$ cat src/rtl/arcp_pkg.sv
// shared types, constants and codes of the address run to cidr prefix converter
package arcp_pkg;

    localparam int ADDR_W = 32;
    localparam int CNT_W  = ADDR_W + 1;
    localparam int LEN_W  = 6;

    localparam logic ACT_ADDRESS = 1'b0;
    localparam logic ACT_FLUSH   = 1'b1;

    typedef enum logic [2:0]
    {
        ST_IDLE = 3'b001,
        ST_CALC = 3'b010,
        ST_EMIT = 3'b100
    } state_t;

    typedef struct packed
    {
        logic [CNT_W-1:0] size;
        logic [LEN_W-1:0] length;
        logic             done;
    } step_t;

endpackage

$ cat src/rtl/arcp_size_unit.sv
// step unit: picks the largest aligned block at the walk address that fits the count
module arcp_size_unit
    import arcp_pkg::*;
(
    input  logic [ADDR_W-1:0] walk_addr,
    input  logic [CNT_W-1:0]  count,
    output step_t             step
);

    logic [CNT_W-1:0] low_bit;
    logic [CNT_W-1:0] high_bit;
    logic [CNT_W-1:0] size;
    logic [LEN_W-1:0] exponent;

    // lowest set bit of the address, an all-zero address counts as fully aligned
    always_comb
    begin
        if (walk_addr == '0)
        begin
            low_bit = {1'b1, {ADDR_W{1'b0}}};
        end
        else
        begin
            low_bit = {1'b0, walk_addr & (~walk_addr + {{(ADDR_W-1){1'b0}}, 1'b1})};
        end
    end

    // highest set bit of the remaining count
    always_comb
    begin
        for (int i = 0; i < CNT_W; i++)
        begin
            high_bit[i] = count[i] & ~(|(count >> (i + 1)));
        end
    end

    assign size = (low_bit < high_bit) ? low_bit : high_bit;

    always_comb
    begin
        exponent = '0;
        for (int i = 0; i < CNT_W; i++)
        begin
            if (size[i])
            begin
                exponent = exponent | LEN_W'(i);
            end
        end
    end

    assign step.size   = size;
    assign step.length = LEN_W'(ADDR_W) - exponent;
    assign step.done   = (count == size);

endmodule

$ cat src/rtl/address_run_to_cidr_prefixes.sv
// top level: run tracking, prefix walk sequencer and output register
// An address that opens or extends a run is taken without a stall and gives no
// transaction on the output. An address that breaks the run, or a flush while a
// run is open, closes the run and emits its covering prefixes in ascending order,
// up to 62 of them, the final one marked by last. The input is stalled during
// the walk: the shared step unit settles each prefix in the compute state and the
// output register holds it in the emit state until the output takes it. A flush
// with no open run is taken without a stall and emits nothing.
module address_run_to_cidr_prefixes
    import arcp_pkg::*;
(
    input  logic              clk,
    input  logic              rst_n,
    input  logic              in_valid,
    output logic              in_stall,
    input  logic              action,
    input  logic [ADDR_W-1:0] address,
    output logic              out_valid,
    input  logic              out_stall,
    output logic [ADDR_W-1:0] prefix_address,
    output logic [LEN_W-1:0]  prefix_length,
    output logic              last
);

    state_t            state_reg, state_next;
    logic              run_open_reg, run_open_next;
    logic [ADDR_W-1:0] run_start_reg, run_start_next;
    logic [ADDR_W-1:0] prev_reg, prev_next;
    logic [ADDR_W-1:0] walk_addr_reg, walk_addr_next;
    logic [CNT_W-1:0]  cnt_reg, cnt_next;
    logic [CNT_W-1:0]  size_reg, size_next;
    logic [ADDR_W-1:0] pfx_addr_reg, pfx_addr_next;
    logic [LEN_W-1:0]  pfx_len_reg, pfx_len_next;
    logic              last_reg, last_next;

    logic              in_acc;
    logic              out_acc;
    logic [ADDR_W-1:0] addr_diff;
    logic              extends_run;
    logic [CNT_W-1:0]  run_count;
    step_t             step;

    arcp_size_unit u_size
    (
        .walk_addr (walk_addr_reg),
        .count     (cnt_reg),
        .step      (step)
    );

    assign in_stall = (state_reg != ST_IDLE);
    assign in_acc   = in_valid && !in_stall;
    assign out_acc  = out_valid && !out_stall;

    assign addr_diff   = address - prev_reg;
    assign extends_run = (addr_diff[ADDR_W-1:1] == '0);
    // number of addresses in the open run, all ones plus one for the full space
    assign run_count   = {1'b0, prev_reg - run_start_reg} + {{(CNT_W-1){1'b0}}, 1'b1};

    always_comb
    begin
        state_next     = state_reg;
        run_open_next  = run_open_reg;
        run_start_next = run_start_reg;
        prev_next      = prev_reg;
        walk_addr_next = walk_addr_reg;
        cnt_next       = cnt_reg;
        size_next      = size_reg;
        pfx_addr_next  = pfx_addr_reg;
        pfx_len_next   = pfx_len_reg;
        last_next      = last_reg;

        unique case (state_reg)
            ST_IDLE:
            begin
                if (in_acc)
                begin
                    if (action == ACT_FLUSH)
                    begin
                        run_open_next = 1'b0;
                        if (run_open_reg)
                        begin
                            walk_addr_next = run_start_reg;
                            cnt_next       = run_count;
                            state_next     = ST_CALC;
                        end
                    end
                    else if (!run_open_reg)
                    begin
                        run_open_next  = 1'b1;
                        run_start_next = address;
                        prev_next      = address;
                    end
                    else if (extends_run)
                    begin
                        prev_next = address;
                    end
                    else
                    begin
                        walk_addr_next = run_start_reg;
                        cnt_next       = run_count;
                        run_start_next = address;
                        prev_next      = address;
                        state_next     = ST_CALC;
                    end
                end
            end
            ST_CALC:
            begin
                size_next     = step.size;
                pfx_addr_next = walk_addr_reg;
                pfx_len_next  = step.length;
                last_next     = step.done;
                state_next    = ST_EMIT;
            end
            ST_EMIT:
            begin
                if (!out_stall)
                begin
                    if (last_reg)
                    begin
                        state_next = ST_IDLE;
                    end
                    else
                    begin
                        walk_addr_next = walk_addr_reg + size_reg[ADDR_W-1:0];
                        cnt_next       = cnt_reg - size_reg;
                        state_next     = ST_CALC;
                    end
                end
            end
            default:
            begin
                state_next = ST_IDLE;
            end
        endcase
    end

    always_ff @(posedge clk or negedge rst_n)
    begin
        if (!rst_n)
        begin
            state_reg     <= ST_IDLE;
            run_open_reg  <= 1'b0;
            run_start_reg <= '0;
            prev_reg      <= '0;
        end
        else
        begin
            state_reg     <= state_next;
            run_open_reg  <= run_open_next;
            run_start_reg <= run_start_next;
            prev_reg      <= prev_next;
        end
    end

    always_ff @(posedge clk)
    begin
        walk_addr_reg <= walk_addr_next;
        cnt_reg       <= cnt_next;
        size_reg      <= size_next;
        pfx_addr_reg  <= pfx_addr_next;
        pfx_len_reg   <= pfx_len_next;
        last_reg      <= last_next;
    end

    assign out_valid      = (state_reg == ST_EMIT);
    assign prefix_address = pfx_addr_reg;
    assign prefix_length  = pfx_len_reg;
    assign last           = last_reg;

    // a flush with nothing open gives no transaction
    a_empty_flush: assert property (@(posedge clk) disable iff (!rst_n)
        in_acc && action == ACT_FLUSH && !run_open_reg |=> state_reg == ST_IDLE)
        else $error("flush without open run started a walk");

    // the final prefix hands control back to the input
    a_last_ends_walk: assert property (@(posedge clk) disable iff (!rst_n)
        out_acc && last |=> !in_stall && !out_valid)
        else $error("walk did not end after final prefix");

    // a walk never runs out of addresses before its final prefix
    a_count_live: assert property (@(posedge clk) disable iff (!rst_n)
        state_reg == ST_CALC |-> cnt_reg != '0)
        else $error("prefix walk with empty count");

    // the chosen block is a single power of two no larger than the count
    a_size_onehot: assert property (@(posedge clk) disable iff (!rst_n)
        state_reg == ST_CALC |-> $onehot(step.size) && step.size <= cnt_reg)
        else $error("bad block size from step unit");

    // between two prefixes of one run the sequencer passes through the compute state
    a_calc_gap: assert property (@(posedge clk) disable iff (!rst_n)
        out_acc && !last |=> !out_valid && state_reg == ST_CALC)
        else $error("prefix not followed by compute cycle");

endmodule

$ cat config.mk
export PLATFORM = sky130hd
export DESIGN_NAME = address_run_to_cidr_prefixes
export DESIGN_NICKNAME = d
export VERILOG_FILES = /design/src/rtl/arcp_pkg.sv /design/src/rtl/arcp_size_unit.sv /design/src/rtl/address_run_to_cidr_prefixes.sv
export SDC_FILE = /design/constraint.sdc
export NUM_CORES = 1
export LEC_CHECK = 0
export BUFFER_PORTS_ARGS = -buffer_cell sky130_fd_sc_hd__buf_2
export CORE_ASPECT_RATIO = 0.5
export CORE_MARGIN = 1
export CORE_UTILIZATION = 35
export CTS_CLUSTER_SIZE = 16
export DETAILED_ROUTE_END_ITERATION = 6
export GPL_TIMING_DRIVEN = 0
export HOLD_SLACK_MARGIN = 0.03
export PLACE_DENSITY_LB_ADDON = 0.12
export SLEW_MARGIN = 10
export SYNTH_ARGS = -nofsm -noshare
export SYNTH_HDL_FRONTEND = slang
export SYNTH_SLANG_ARGS = --single-unit
$ cat constraint.sdc
create_clock -name clk -period 11.6 [get_ports clk]
set_input_delay 2.32 -clock clk [delete_from_list [all_inputs] [get_ports clk]]
set_output_delay 2.32 -clock clk [all_outputs]
set_load 0.05 [all_outputs]
== Word level (Yosys, flattened, before mapping) ==
Cells that the tools add are included.

* Word-level logic and storage cells: 280
* Output and inout bits: 41
* Bits in registers: 205

* Multiplexer cells: 142
* Reduce and logical (&&, ||, !) cells: 41
* Bitwise operators: 66
* Order comparisons: 1
* Equality and inequality tests: 13
* $add $sub $neg: 7

{| class="wikitable"
|+ Operators with widths
! operator !! number
|-
| $mux W32 || 50
|-
| $mux W33 || 25
|-
| $mux W5 || 16
|-
| $mux W3 || 26
|-
| $pmux W33 S2 || 1
|-
| $pmux W32 S2 || 1
|-
| $sub A32 B32 Y32 || 2
|-
| $add A32 B1 Y33 const B || 1
|-
| $eq A33 B33 Y1 || 1
|-
| $lt A33 B33 Y1 || 1
|-
| $sub A33 B33 Y33 || 1
|-
| $add A32 B1 Y32 const B || 1
|-
| $add A32 B32 Y32 || 1
|-
| $and A1 B1 Y1 || 32
|-
| $and A32 B32 Y32 || 1
|-
| $logic_not A32 Y1 || 1
|-
| $mux W4 || 8
|-
| $not A1 Y1 || 32
|-
| $not A32 Y32 || 1
|-
| $reduce_or A32 Y1 || 1
|-
| $logic_not A31 Y1 || 1
|-
| $reduce_or A31 Y1 || 1
|-
| $reduce_or A30 Y1 || 1
|-
| $reduce_or A29 Y1 || 1
|-
| 44 further kinds || 63
|}

== Depth between registers and ports, before layout ==
* Word-level depth: 39
* Mapped depth: 26

== Modules after synthesis ==
Synthesis repeated with hierarchy kept, for this count alone.

* Cell total of the unflattened synthesis: 2195
* Area total of the unflattened synthesis: 18403.9 um^2

{| class="wikitable"
|+ By module, submodules not included
! module !! instances !! cells each !! sequential area each (um^2) !! area an instance (um^2)
|-
| address_run_to_cidr_prefixes || 1 || 1670 || 5816.8 || 15155.8
|-
| arcp_size_unit || 1 || 525 || 0.0 || 3248.1
|}

== Worst setup path before layout ==
Ideal clock, no wire load.

* Kind: input port to flip-flop
* Start: input port out_stall
* End: register cnt_reg[0], enable pin
* Required time: 11015 ps
* Cell stages on the path: 1
* Slack: 3869 ps
* Library setup time: 585 ps
* Data arrival time: 7146 ps
* Path through: o31ai_1

* Cells in the longest elaborated chain, start to end: 2

{| class="wikitable"
|+ RTL lines
! item !! RTL line !! RTL
|-
| start, declared || address_run_to_cidr_prefixes.sv:19 || <nowiki>input logic out_stall,</nowiki>
|-
| $ne A2 B2 Y1 (no source line) || n/a ||
|-
| $reduce_and A6 Y1 (no source line) || n/a ||
|-
| end signal, assigned || address_run_to_cidr_prefixes.sv:159 || <nowiki>cnt_reg <= cnt_next;</nowiki>
|-
| end, declared || address_run_to_cidr_prefixes.sv:30 || <nowiki>logic [CNT_W-1:0] cnt_reg, cnt_next;</nowiki>
|}

Every way passes these cells.
A chain may end at the register's enable or synchronous reset.

==> run summary <==
Traced cell by cell, the critical path runs through clkbuf_1, or4_1, nor4b_2, nand3_1, nor3b_1, ha_1, a21o_1, a21o_1, a211o_1, o211ai_1, a21oi_1, a311o_1, nor2_8, buf_6, buf_2, o21ai_0, nor2_1, and3_1, ha_1, inv_1, nor3b_2, xnor2_1. Relative to the synthesized area, the layout overhead comes to 12.89%. Grouping stages by cell kind, the critical path spends the most delay in simple AND/OR/NAND/NOR gates. The kind of critical path was register to register.

Among all stages on the critical path, the largest delay is contributed by sky130_fd_sc_hd__nor3b_1. Counting flops and latches in the post-synthesis netlist gives 205. Final hold violation count: 0. The number of max-slew violations in the final report is 0. The run gives 5 as the number of iterations in the first detailed-routing pass. The data required time at the worst endpoint is 11.90 ns. The number of max-cap violations was 0. For this run, the total global-route usage over all layers was measured as 23.68%. The buffer type at the clock tree root is sky130_fd_sc_hd__clkbuf_16.

The fraction of layout instances using a drive strength above 1 is 10.07%, and the endpoint arrival time on the critical path is 7.32 ns. The logs give 24 for the number of CTS-inserted buffers and 0.005817 mm² for the register area. The first global-routing pass estimated 92.96 mm of wire. The detailed router placed 15991 vias in this run.

The routability congestion estimate from global placement was 1.011. The time the worst path needs with I/O delays and setup works out to 7.016 ns. The library cells used most frequently in the layout, excluding fill and tap cells, are sky130_fd_sc_hd__nand2_1 (237), sky130_fd_sc_hd__o21ai_0 (176), sky130_fd_sc_hd__inv_1 (161), sky130_fd_sc_hd__ha_1 (158), sky130_fd_sc_hd__a21oi_1 (141). The tools report the total of hold buffers inserted after clock tree synthesis as 0. The run gives 90 as the post-synthesis cell type count. After floorplanning, the core was divided into 58 placement rows. In this run the power density over the cells is 305.5 mW/mm². TritonCTS built the clock tree. For the worst relative slew slack, the log shows 22.67%.

STA classifies the critical path startpoint as a register. Leaving out fill and tap cells, the most frequent cell in the layout is sky130_fd_sc_hd__nand2_1. The logs give 0 for the post-detailed-route DRC marker count and 0 for the count of synthesis-stage warnings from yosys.

For the initial antenna violation count, the log shows 0. The number of global-route vias before repair was 14986. The actual transition at the worst max-transition pin was 1.157 ns; the post-detailed-route via-to-cell ratio was 5.522.

The synthesized netlist cell count came out at 2071. After the last flow step, the layout net total stands at 2386. In this run the worst path has a maximum fanout of 10. Counting every sink on the clock net gives 205. The clock passes through at most 3 buffers. Summed over all layers, the global routing overflow is 0. The floorplan step set the die height to 161.6 µm. Measured in cells, the most critical reg-to-reg path has a length of 22. Measured along the x axis, the die boundary spans 321.3 µm.

In the final layout, the multi-input gates occupy 0.01116 mm². Among all flip-flop cells after synthesis, the most frequent one is sky130_fd_sc_hd__edfxtp_1. Entering global routing, the biggest net connects 63 pins. The average routed wire per standard cell is 21.45 µm. The tools report the number of fill cells in the layout as 5174. The run finished with clean final reports.

The finished cells cover 0.02014 mm². The number of buffers and inverters on the critical path works out to 4. Portion of the post-synthesis area used by sequential elements: 32.61%.

Input and output buffers added on the ports amount to 77. The largest single stage delay on the critical path is 1.02 ns. The synthesized net count is 2270, and the count of H-tree levels built during CTS is 1. Setup repair after global routing left no endpoint under its margin. Final wirelength: 62.13 mm. In this run, the number of DRC markers left after iteration 0 of detailed routing was 1638. The number of I/O pins came out at 78.

In this run the worst hold path is classified as register to register. The mean area per synthesized cell was 8.614 µm². The proportion of register bits with asynchronous set or reset after synthesis is 33.17%, and the reported leakage power is 8.465 nW. Detailed placement ended at an HPWL of 50.21 mm.

The latest clock arrival within the worst-skew pair was 0.56 ns. Once detail routing completed, the nets flagged for antenna violations numbered 0. The area of the core came out at 0.05029 mm². The tools report the final clock skew as 0.02631 ns. The critical path crosses 22 cells after its start point.

The final critical path takes up 60.48% of the cycle. The die footprint was 0.05193 mm²; the setup TNS after final layout was 0 ns. For this run, the top clock speed supported by timing is 142.5 MHz.

STA classifies the critical path endpoint as a register. The tools report the total standard cell area after synthesis as 0.01784 mm². Clock-pin slew was measured on the worst setup and hold paths at 0.06 ns. Summing all placed instances gives a cell area of 0.01926 mm². The cell depth of the worst hold path is 1, and the number of buffers added for setup after CTS is 0. IR analysis of the VDD net gives a maximum drop of 123.4 µV. The number of enable flip-flop cells after synthesis came out at 137.

Once the clock tree was built, the resizer swapped 0 gates to a different size. The final setup violation count came out at 0. The initial utilization of the core area, before any placement, comes to 35.47%.
-- synth_stat cells, types with 17 or more instances --
| cell | n | area share (%) |
|---|---|---|
| sky130_fd_sc_hd__nand2_1 | 237 | 5.0 |
| sky130_fd_sc_hd__and2_1 | 18 | 0.63 |
| sky130_fd_sc_hd__mux2_2 | 34 | 2.1 |
| sky130_fd_sc_hd__xnor2_1 | 72 | 3.5 |
| sky130_fd_sc_hd__ha_1 | 158 | 11 |
| sky130_fd_sc_hd__nand3_1 | 65 | 1.8 |
| sky130_fd_sc_hd__dfrtp_1 | 67 | 9.4 |
| sky130_fd_sc_hd__a211oi_1 | 21 | 0.88 |
| sky130_fd_sc_hd__a21o_1 | 47 | 2.0 |
| sky130_fd_sc_hd__nor3_1 | 49 | 1.4 |
| sky130_fd_sc_hd__and3_1 | 23 | 0.81 |
| sky130_fd_sc_hd__nand2b_1 | 33 | 1.2 |
| sky130_fd_sc_hd__inv_1 | 161 | 3.4 |
| sky130_fd_sc_hd__clkbuf_1 | 33 | 0.69 |
| sky130_fd_sc_hd__a21oi_1 | 141 | 4.0 |
| sky130_fd_sc_hd__edfxtp_1 | 137 | 23 |
| sky130_fd_sc_hd__o21a_1 | 25 | 1.1 |
| sky130_fd_sc_hd__o211ai_1 | 21 | 0.88 |
| sky130_fd_sc_hd__o21ai_0 | 176 | 4.9 |
| sky130_fd_sc_hd__nor2_1 | 131 | 2.8 |
| sky130_fd_sc_hd__nor4_1 | 17 | 0.60 |
| sky130_fd_sc_hd__or3_1 | 18 | 0.63 |
| sky130_fd_sc_hd__xor2_1 | 59 | 2.9 |
| sky130_fd_sc_hd__nand4_1 | 38 | 1.3 |
-- metrics by stage --
step	hold WS [ns]	util, %	power [mW]	std cells	worst slack [ns]
2_1_floorplan	0.4498	-	4.222	2071	3.869
3_3_place_gp	0.4593	37.96	5.234	2838	0.9017
3_5_place_dp	0.4665	38.30	5.249	2851	4.630
4_1_cts	0.4795	40.04	6.134	2895	4.770
5_1_grt	0.4954	40.04	6.677	2895	4.409
6_report	0.4823	40.05	6.152	2896	4.584
-- layout make-up --
class                   count  area share, %
diodes                      1        0.01243
plain buffers              59          1.398
clock buffers              35          3.647
clock inverters             9         0.7083
inverters                 161          3.001
multi-input cells        1646          55.42
flip-flops and latches    205          28.88
well taps                 690          4.287
repair buffers             90          2.640
-- kinds of logic after synthesis --
logic type	after synthesis	share of synthesized area [%]
simple gates	724	20.69
flops	205	32.61
xor+xnor	131	6.431
fa+ha+maj	162	11.53
buf+inv	220	4.966
mux	43	2.651
compound gates	586	21.13
-- path summary, 6_finish.rpt --
check / startpoint / to / slack [ns]
max: walk_addr_reg[0]$_DFFE_PP_ / prefix_length[4]$_DFFE_PP_ / 4.58
min: run_open_reg$_DFFE_PN0P_ / run_open_reg$_DFFE_PN0P_ / 0.48
max reg2reg: walk_addr_reg[0]$_DFFE_PP_ / prefix_length[4]$_DFFE_PP_ / 4.58
min reg2reg: run_open_reg$_DFFE_PN0P_ / run_open_reg$_DFFE_PN0P_ / 0.48
max in group asynchronous: rst_n / run_start_reg[7]$_DFFE_PN0P_ / 9.45
min in group asynchronous: rst_n / state_reg[1]$_DFFE_PN0P_ / 1.60
-- layer usage --
metal	wire length (µm)	vias to the layer above	share of wire [%]	GRT usage (%)
met2	24090	516	39	33.15
li1	-	7863	-	-
met1	32280	7529	52	37.53
met3	4157	83	6.7	2.859
met4	1605	0	2.6	6.039
met5	0	-	0	0
-- power by group --
group / internal (mW) / leakage, nW / switching [mW] / total, mW
Combinational: 1.51 / 5.97 / 2.30 / 3.81
Clock: 0.526 / 0.432 / 0.326 / 0.852
Sequential: 1.14 / 2.06 / 0.347 / 1.49
Note: power is estimated with default switching activity, not from simulation.
